$ cat src/rtl/assert_macros.svh
// Assertion helpers shared by the RTL files.
// Every check is sampled on aclk and is off while aresetn is low.
`ifndef ASSERT_MACROS_SVH
`define ASSERT_MACROS_SVH

// The consequent must hold in the same cycle as the antecedent.
`define ASSERT_IMPL(label, ante, cons) \
    label: assert property (@(posedge aclk) disable iff (!aresetn) (ante) |-> (cons)) \
        else $error("same-cycle implication failed");

// The consequent must hold in the cycle after the antecedent.
`define ASSERT_NEXT(label, ante, cons) \
    label: assert property (@(posedge aclk) disable iff (!aresetn) (ante) |=> (cons)) \
        else $error("next-cycle implication failed");

`endif

$ cat src/rtl/s4rf_pkg.sv
`timescale 1ns / 1ps
// ---------------------------------------------------------------------------
// s4rf_pkg
// Types, constants and the rule match function of the SOCKS4 request filter.
// ---------------------------------------------------------------------------
package s4rf_pkg;

    localparam int RULE_SLOTS = 8;
    localparam int RULE_COUNT = 8;
    localparam int RULE_W     = 39;
    localparam int RULE_IDX_W = $clog2(RULE_SLOTS);
    localparam int PADDR_W    = RULE_IDX_W + 3;
    localparam int APB_DATA_W = 64;

    localparam logic [7:0] SOCKS_VERSION = 8'h04;
    localparam logic [7:0] CMD_CONNECT   = 8'd1;
    localparam logic [7:0] CMD_BIND      = 8'd2;

    localparam logic [3:0] POS_USER_ID = 4'd8;

    localparam logic [1:0] VERDICT_GRANT       = 2'd0;
    localparam logic [1:0] VERDICT_REJECT      = 2'd1;
    localparam logic [1:0] VERDICT_BAD_VERSION = 2'd2;
    localparam logic [1:0] VERDICT_BAD_COMMAND = 2'd3;

    localparam int Q_DEPTH = 2;
    localparam int Q_PTR_W = (Q_DEPTH > 1) ? $clog2(Q_DEPTH) : 1;
    localparam int Q_CNT_W = $clog2(Q_DEPTH + 1);

    typedef logic [RULE_W-1:0] rule_t;
    typedef logic [RULE_SLOTS-1:0][RULE_W-1:0] rule_tab_t;

    // One parsed request as it travels from the parser to the judge.
    typedef struct packed {
        logic        lookup;   // header is sound, verdict comes from the table
        logic [1:0]  verdict;  // final verdict when no lookup is needed
        logic [7:0]  command;
        logic [15:0] port;
        logic [31:0] addr;
    } req_t;

    // Rule layout: valid in bit 0, mode in bits 2:1, octet wildcards in bits
    // 6:3 (bit 3 covers the first address byte on the wire), address above.
    function automatic logic rule_hit(rule_t r, logic [7:0] cmd, logic [31:0] addr);
        logic        hit;
        logic [31:0] raddr;
        hit   = r[0] && ({6'd0, r[2:1]} == cmd);
        raddr = r[38:7];
        for (int i = 0; i < 4; i++) begin
            if (!r[3+i] && (addr[31-8*i -: 8] != raddr[31-8*i -: 8])) begin
                hit = 1'b0;
            end
        end
        return hit;
    endfunction

endpackage

$ cat src/rtl/s4rf_parser.sv
`timescale 1ns / 1ps
`include "assert_macros.svh"
// ---------------------------------------------------------------------------
// s4rf_parser
// Front end: takes request beats, collects the header, skips the user ID and
// pushes a screened request into the queue at the terminator.
// ---------------------------------------------------------------------------
module s4rf_parser import s4rf_pkg::*; (
    input  logic       aclk,
    input  logic       aresetn,
    input  logic       s_valid,
    output logic       s_ready,
    input  logic [7:0] s_data_byte,
    input  logic       q_full,
    output logic       push,
    output req_t       push_req
);

    logic [3:0]  pos_reg, pos_next;
    logic        ver_ok_reg, ver_ok_next;
    logic [7:0]  cmd_reg, cmd_next;
    logic [15:0] port_reg, port_next;
    logic [31:0] addr_reg, addr_next;
    logic        take;
    logic        cmd_ok;

    assign s_ready = !q_full;
    assign take    = s_valid && s_ready;
    assign cmd_ok  = (cmd_reg == CMD_CONNECT) || (cmd_reg == CMD_BIND);

    always_comb begin
        pos_next    = pos_reg;
        ver_ok_next = ver_ok_reg;
        cmd_next    = cmd_reg;
        port_next   = port_reg;
        addr_next   = addr_reg;
        push        = 1'b0;
        if (take) begin
            case (pos_reg)
                4'd0: ver_ok_next = (s_data_byte == SOCKS_VERSION);
                4'd1: cmd_next = s_data_byte;
                4'd2: port_next[15:8] = s_data_byte;
                4'd3: port_next[7:0] = s_data_byte;
                4'd4, 4'd5, 4'd6, 4'd7: addr_next = {addr_reg[23:0], s_data_byte};
                default: begin
                    if (s_data_byte == 8'h00) begin
                        push = 1'b1;
                    end
                end
            endcase
            if (pos_reg != POS_USER_ID) begin
                pos_next = pos_reg + 4'd1;
            end else if (s_data_byte == 8'h00) begin
                pos_next = 4'd0;
            end
        end
    end

    // Version is checked before the command, as the verdict codes rank them.
    always_comb begin
        push_req.command = cmd_reg;
        push_req.port    = port_reg;
        push_req.addr    = addr_reg;
        push_req.lookup  = 1'b0;
        if (!ver_ok_reg) begin
            push_req.verdict = VERDICT_BAD_VERSION;
        end else if (!cmd_ok) begin
            push_req.verdict = VERDICT_BAD_COMMAND;
        end else begin
            push_req.verdict = VERDICT_REJECT;
            push_req.lookup  = 1'b1;
        end
    end

    always_ff @(posedge aclk) begin
        if (!aresetn) begin
            pos_reg <= 4'd0;
        end else begin
            pos_reg <= pos_next;
        end
    end

    always_ff @(posedge aclk) begin
        ver_ok_reg <= ver_ok_next;
        cmd_reg    <= cmd_next;
        port_reg   <= port_next;
        addr_reg   <= addr_next;
    end

    `ASSERT_IMPL(a_pos_range, 1'b1, pos_reg <= POS_USER_ID)
    `ASSERT_IMPL(a_push_room, push, !q_full)

endmodule

$ cat src/rtl/s4rf_queue.sv
`timescale 1ns / 1ps
`include "assert_macros.svh"
// ---------------------------------------------------------------------------
// s4rf_queue
// Short request queue between the parser and the judge.
// ---------------------------------------------------------------------------
module s4rf_queue import s4rf_pkg::*; (
    input  logic aclk,
    input  logic aresetn,
    input  logic push,
    input  req_t push_req,
    output logic full,
    output logic head_valid,
    output req_t head_req,
    input  logic pop
);

    req_t               mem [Q_DEPTH];
    logic [Q_PTR_W-1:0] wr_ptr_reg, wr_ptr_next;
    logic [Q_PTR_W-1:0] rd_ptr_reg, rd_ptr_next;
    logic [Q_CNT_W-1:0] cnt_reg, cnt_next;
    logic               do_pop;

    assign full       = (cnt_reg == Q_CNT_W'(Q_DEPTH));
    assign head_valid = (cnt_reg != '0);
    assign head_req   = mem[rd_ptr_reg];
    assign do_pop     = pop && head_valid;

    always_comb begin
        wr_ptr_next = wr_ptr_reg;
        rd_ptr_next = rd_ptr_reg;
        cnt_next    = cnt_reg;
        if (push) begin
            wr_ptr_next = (wr_ptr_reg == Q_PTR_W'(Q_DEPTH - 1)) ? '0 : wr_ptr_reg + 1'b1;
        end
        if (do_pop) begin
            rd_ptr_next = (rd_ptr_reg == Q_PTR_W'(Q_DEPTH - 1)) ? '0 : rd_ptr_reg + 1'b1;
        end
        if (push && !do_pop) begin
            cnt_next = cnt_reg + Q_CNT_W'(1);
        end else if (!push && do_pop) begin
            cnt_next = cnt_reg - Q_CNT_W'(1);
        end
    end

    always_ff @(posedge aclk) begin
        if (!aresetn) begin
            wr_ptr_reg <= '0;
            rd_ptr_reg <= '0;
            cnt_reg    <= '0;
        end else begin
            wr_ptr_reg <= wr_ptr_next;
            rd_ptr_reg <= rd_ptr_next;
            cnt_reg    <= cnt_next;
        end
    end

    always_ff @(posedge aclk) begin
        if (push) begin
            mem[wr_ptr_reg] <= push_req;
        end
    end

    `ASSERT_IMPL(a_cnt_range, 1'b1, cnt_reg <= Q_CNT_W'(Q_DEPTH))

endmodule

$ cat src/rtl/s4rf_judge.sv
`timescale 1ns / 1ps
`include "assert_macros.svh"
// ---------------------------------------------------------------------------
// s4rf_judge
// Back end: matches the queued request against the rule table and holds the
// verdict in an output register until the result beat is taken.
// ---------------------------------------------------------------------------
module s4rf_judge import s4rf_pkg::*; (
    input  logic        aclk,
    input  logic        aresetn,
    input  rule_tab_t   rules,
    input  logic        head_valid,
    input  req_t        head_req,
    output logic        pop,
    output logic        m_valid,
    input  logic        m_ready,
    output logic [1:0]  m_verdict,
    output logic [7:0]  m_command_code,
    output logic [15:0] m_dest_port,
    output logic [31:0] m_dest_ip
);

    logic        out_valid_reg, out_valid_next;
    logic [1:0]  verdict_reg;
    logic [7:0]  command_reg;
    logic [15:0] port_reg;
    logic [31:0] addr_reg;
    logic        any_hit;
    logic [1:0]  verdict_next;

    // All active rules are compared in parallel; any hit grants.
    always_comb begin
        any_hit = 1'b0;
        for (int i = 0; i < RULE_COUNT; i++) begin
            if (rule_hit(rules[i], head_req.command, head_req.addr)) begin
                any_hit = 1'b1;
            end
        end
        if (head_req.lookup) begin
            verdict_next = any_hit ? VERDICT_GRANT : VERDICT_REJECT;
        end else begin
            verdict_next = head_req.verdict;
        end
    end

    assign pop = head_valid && (!out_valid_reg || m_ready);

    always_comb begin
        out_valid_next = out_valid_reg;
        if (pop) begin
            out_valid_next = 1'b1;
        end else if (m_ready) begin
            out_valid_next = 1'b0;
        end
    end

    always_ff @(posedge aclk) begin
        if (!aresetn) begin
            out_valid_reg <= 1'b0;
        end else begin
            out_valid_reg <= out_valid_next;
        end
    end

    always_ff @(posedge aclk) begin
        if (pop) begin
            verdict_reg <= verdict_next;
            command_reg <= head_req.command;
            port_reg    <= head_req.port;
            addr_reg    <= head_req.addr;
        end
    end

    assign m_valid        = out_valid_reg;
    assign m_verdict      = verdict_reg;
    assign m_command_code = command_reg;
    assign m_dest_port    = port_reg;
    assign m_dest_ip      = addr_reg;

    `ASSERT_NEXT(a_pop_loads, pop, out_valid_reg)

endmodule

$ cat src/rtl/socks4_request_filter.sv
`timescale 1ns / 1ps
// ---------------------------------------------------------------------------
// socks4_request_filter
// SOCKS4 request whitelist filter: parses a request byte stream and gives
// one verdict per request, checked against eight configurable rules.
// ---------------------------------------------------------------------------
//  Channel   Direction  Handshake              Beat content
//  s_        in         s_valid / s_ready      one request byte
//  m_        out        m_valid / m_ready      verdict, command, port, address
//  APB       in         psel/penable/pready    rule_0..rule_7 at 8*i
//
// One request byte is taken every cycle while the request queue has room. A
// verdict passes from the user ID terminator beat through the request queue,
// then through the parallel rule compare into the output register.
// Reset is synchronous and clears the parser position, the queue, the output
// valid and all rules. There is no clearing pass.
// The input stalls only while the two-entry request queue is full.
// ---------------------------------------------------------------------------
module socks4_request_filter import s4rf_pkg::*; (
    input  logic                  aclk,
    input  logic                  aresetn,
    input  logic                  s_valid,
    output logic                  s_ready,
    input  logic [7:0]            s_data_byte,
    output logic                  m_valid,
    input  logic                  m_ready,
    output logic [1:0]            m_verdict,
    output logic [7:0]            m_command_code,
    output logic [15:0]           m_dest_port,
    output logic [31:0]           m_dest_ip,
    input  logic                  psel,
    input  logic                  penable,
    input  logic                  pwrite,
    input  logic [PADDR_W-1:0]    paddr,
    input  logic [APB_DATA_W-1:0] pwdata,
    output logic [APB_DATA_W-1:0] prdata,
    output logic                  pready
);

    rule_tab_t             rule_reg;
    logic [RULE_IDX_W-1:0] reg_idx;
    logic                  cfg_wr;
    logic                  q_full;
    logic                  push;
    req_t                  push_req;
    logic                  head_valid;
    req_t                  head_req;
    logic                  pop;

    assign pready  = 1'b1;
    assign reg_idx = paddr[PADDR_W-1:3];
    assign cfg_wr  = psel && penable && pwrite && pready;
    assign prdata  = {(APB_DATA_W - RULE_W)'(0), rule_reg[reg_idx]};

    always_ff @(posedge aclk) begin
        if (!aresetn) begin
            rule_reg <= '0;
        end else if (cfg_wr) begin
            rule_reg[reg_idx] <= pwdata[RULE_W-1:0];
        end
    end

    s4rf_parser u_parser (
        .aclk        (aclk),
        .aresetn     (aresetn),
        .s_valid     (s_valid),
        .s_ready     (s_ready),
        .s_data_byte (s_data_byte),
        .q_full      (q_full),
        .push        (push),
        .push_req    (push_req)
    );

    s4rf_queue u_queue (
        .aclk       (aclk),
        .aresetn    (aresetn),
        .push       (push),
        .push_req   (push_req),
        .full       (q_full),
        .head_valid (head_valid),
        .head_req   (head_req),
        .pop        (pop)
    );

    s4rf_judge u_judge (
        .aclk           (aclk),
        .aresetn        (aresetn),
        .rules          (rule_reg),
        .head_valid     (head_valid),
        .head_req       (head_req),
        .pop            (pop),
        .m_valid        (m_valid),
        .m_ready        (m_ready),
        .m_verdict      (m_verdict),
        .m_command_code (m_command_code),
        .m_dest_port    (m_dest_port),
        .m_dest_ip      (m_dest_ip)
    );

endmodule

$ cat config.mk
export PLATFORM = sky130hd
export DESIGN_NAME = socks4_request_filter
export DESIGN_NICKNAME = d
export VERILOG_FILES = /design/src/rtl/s4rf_pkg.sv /design/src/rtl/s4rf_parser.sv /design/src/rtl/s4rf_queue.sv /design/src/rtl/s4rf_judge.sv /design/src/rtl/socks4_request_filter.sv
export VERILOG_INCLUDE_DIRS = /design/src /design/src/rtl
export SDC_FILE = /design/constraint.sdc
export NUM_CORES = 1
export LEC_CHECK = 0
export BUFFER_PORTS_ARGS = -buffer_cell sky130_fd_sc_hd__buf_2
export CAP_MARGIN = 20
export CORE_UTILIZATION = 45
export CTS_BUF_LIST = sky130_fd_sc_hd__clkbuf_2
export CTS_CLUSTER_DIAMETER = 50
export DETAILED_ROUTE_END_ITERATION = 10
export PLACE_DENSITY_LB_ADDON = 0.15
export SLEW_MARGIN = 20
export SYNTH_ARGS = -nofsm -noshare
export SYNTH_HDL_FRONTEND = slang
export SYNTH_HIERARCHICAL = 1
export SYNTH_SLANG_ARGS = --single-unit
$ cat constraint.sdc
create_clock -name aclk -period 7.2 [get_ports aclk]
set_input_delay 1.8 -clock aclk [delete_from_list [all_inputs] [get_ports aclk]]
set_output_delay 1.8 -clock aclk [all_outputs]
set_load 0.005 [all_outputs]
==> implementation parameters <==
Parameter                              Value

Finish
  Most common library cell in the layout ignoring fill and taps ... nand2_1
  Post-layout net count ... 2314
  Leading cell types in the layout, fill and taps excluded ... nand2_1, dfxtp_1, mux2i_1
  Flip-flop count of the largest register after layout ... 312
  Area growth from synthesis to final layout ... 10.2%
  Proportion of layout cells with a drive suffix above 1 ... 26.5%

Synthesis
  Number of enable-type register cells in the synthesized netlist ... 233
  Seq cells post-synth ... 555
  Average cell area after synthesis ... 12.5 um^2
  Share of flip-flops with an asynchronous set or reset after synthesis ... 0%
  Unique cell type count in the Yosys netlist ... 47
  Share of the synthesized area in the top cell type ... 27.6%
  Most area-consuming cells after synthesis ... edfxtp_1, dfxtp_1, mux2i_1
  Primary FF master, synth ... dfxtp_1
  Share of synthesized area occupied by flip-flops and latches ... 53.1%
  Cell area after synthesis ... 25300 um^2
  Most area-hungry cell type in the Yosys netlist ... edfxtp_1
  Number of instances in the synthesized netlist ... 2031
  Count of warnings emitted by yosys ... 6

Hold path
  Class of the tightest hold or removal check ... reg -> reg
  Number of stages on the worst hold path ... 0
  Worst Hold Endpoint ... u_queue/mem[0][29]$_DFFE_PP_
  Hold path start ... u_parser/addr_reg[29]$_DFFE_PP_

Clock network
  Root buffer cell ... clkbuf_2
  Num Clock Sinks ... 555
  Clock H-tree levels ... 4
  Number of buffers inserted for hold repair after clock tree synthesis ... 0
  TritonCTS Buffers ... 147
  Clock latency on the worst-skew pair ... 1250 ps
  Resize count post-CTS ... 0
  Post-CTS Setup Inserts ... 0
  Clk pin slew, worst setup/hold paths ... 100 ps
  TritonCTS clock tree ... built
  Bufs on Longest Clock Path ... 3

Critical path
  Reg2reg path depth ... 9
  Arrival time reported for the critical path endpoint ... 3970 ps
  Buffers and inverters on the worst path ... 3
  Kind of end point of the critical path ... primary output
  Cell Chain, Critical Path ... buf_4 -> buf_4 -> mux4_2 -> mux2_2 -> buf_2
  Cell class contributing the biggest share of worst-path delay ... buffers and inverters
  Slowest stage cell, crit path ... buf_4
  Crit-path max FO ... 46
  Endpoint of the worst register-to-register path ... u_judge/m_verdict[0]$_DFFE_PP_
  Max incr delay on CP ... 670 ps
  Required @ worst endpoint ... 5400 ps
  Crit Path Category ... in -> out
  Slack of the worst reg-to-reg path ... 2730 ps
  Critical Path Source Type ... input pin
  Most frequent cell on the critical path ... buf_4

Route
  Remaining antenna violation count ... 0
  Number of vias per cell after detailed routing ... 5.31
  Drt initial violations ... 1113
  Total number of vias ... 16400
  Total Routed Length ... 68300 um
  First-pass iteration count of the detailed router ... 5
  DRC Markers ... 0
  Average wire per cell in the routed design ... 22.1 um

STA
  Number of hold-slack violations in the final timing report ... 0
  Shortest period the worst path allows ... 5770 ps
  Maximum clock frequency ... 173 MHz
  Pin slew with the least headroom to its limit ... 1020 ps
  Post-route worst setup slack ... 1430 ps
  Fraction of the cycle the final worst path needs ... 80.1%
  Slew margin rel. ... 32.0%
  Setup Viol. Count Final ... 0
  Setup TNS after final layout ... 0 ps
  Fin. max-slew vios ... 0
  Clk_skew ... 66.9 ps
  Unrepaired setup endpoints after global routing ... false
  Worst hold margin ... 437 ps

Placement
  Placed wire-length estimate ... 45000 um
  GP Congestion ... 0.838
  IO buf count ... 155
  Pre-CTS setup slack ... 1390 ps

GRT
  Remaining global-route overflow ... 0
  Overall Global Routing Usage ... 24.2%
  Wire length of the first global-routing pass ... 102000 um
  Vias in the first global route ... 17000
  Initial antenna violation count ... 4
  Maximum number of pins on one net before global-route repair ... 149

Run status
  Outcome ... complete, no violations

Die
  # IOs ... 210
  DIE AREA ... 57300 um^2
  Chip height ... 239 um
  CORE AREA ... 55400 um^2
  Starting density of the core ... 45.7%
  Die span in x ... 239 um
  Row cnt ... 86

Run
  Max-Cap Viols ... 0

Power
  Power density over the cells ... 205 nW/um^2
  VDD IR-drop max ... 0.125 mV
  Static leakage ... 10.3 nW
==> how the worst max path moves through the flow <==
stage / startpoint / to / slack (ps) / cells past startpoint
after global routing: paddr[3] / prdata[1] / 1280 / 5
final: paddr[3] / prdata[1] / 1430 / 5
after detailed placement: paddr[3] / prdata[13] / 1390 / 5
after floorplan: m_ready / u_queue/cnt_reg[1]$_SDFFE_PN0P_ / 1320 / 6
after CTS: paddr[3] / prdata[13] / 1390 / 5
after global placement: paddr[3] / prdata[15] / 1400 / 5
==> stage by stage <==
stage               power [mW]  cell area, um^2  std cells  utilization (%)
global route              6.00            27900       3087             50.4
global placement          3.58            26600       2823             48.0
floorplan                 3.51            25400       2055                -
finish                    5.72            27900       3087             50.4
detailed placement        3.59            26600       2823             48.0
CTS                       5.81            27900       3084             50.4
==> power breakdown <==
part / total [mW] / leakage, nW / switching, mW / internal, mW
logic: 0.224 / 4.61 / 0.151 / 0.0734
registers: 3.29 / 4.69 / 0.0174 / 3.27
clock network: 2.21 / 1.04 / 1.33 / 0.884
==> metal layers <==
metal	track usage (%)	part of all wire, %
met1	30.4	43
met2	40.0	50
met3	5.02	4.8
met4	10.8	2.2
met5	0	0
==> worst reg2reg max path, cell delays in order, from the launching register on <==
cell and delay, ps:
dfxtp_2 760, buf_4 570, mux2_4 490, xor2_1 200, nor4_1 760, a21oi_1 280, or4_1 590, o22ai_1 150
nor4_1 130, mux2_2 290
==> kinds of logic (layout without fill, tap and decap cells) <==
| kind of cell | Yosys count | after routing | synth area share [%] |
|---|---|---|---|
| muxes | 490 | 490 | 23.9 |
| buffers and inverters | 166 | 447 | 3.50 |
| adders and majority gates | 5 | 5 | 0.247 |
| xor gates and xnor gates | 276 | 276 | 9.54 |
| and+or+nand+nor | 490 | 490 | 8.66 |
| other | 2 | 29 | 0.0296 |
| DFF | 555 | 555 | 53.1 |
| AOI/OAI and AO/OA | 47 | 47 | 1.04 |
==> cell type report <==
cell class              instances  area, um^2
diodes                          3        7.51
clock buffers                 228        1140
clock inverters                33         200
fillers                      5040       27500
inverters                       4        15.0
multi-input cells            1334       11200
flip-flops and latches        555       13400
well taps                     748         936
repair buffers                182        1010
==> synthesized netlist by cell type (7+ instances only) <==
cell type,number
a21oi_1,32
and2_1,8
buf_2,35
buf_4,46
clkbuf_1,69
dfxtp_1,322
edfxtp_1,233
mux2_2,83
mux2_4,16
mux2i_1,313
mux4_2,78
nand2_1,363
nand4_1,9
nor2_1,7
nor2b_1,7
nor4_1,67
or4_1,8
xnor2_1,18
xor2_1,258
Power figures use the tool's default switching activity.
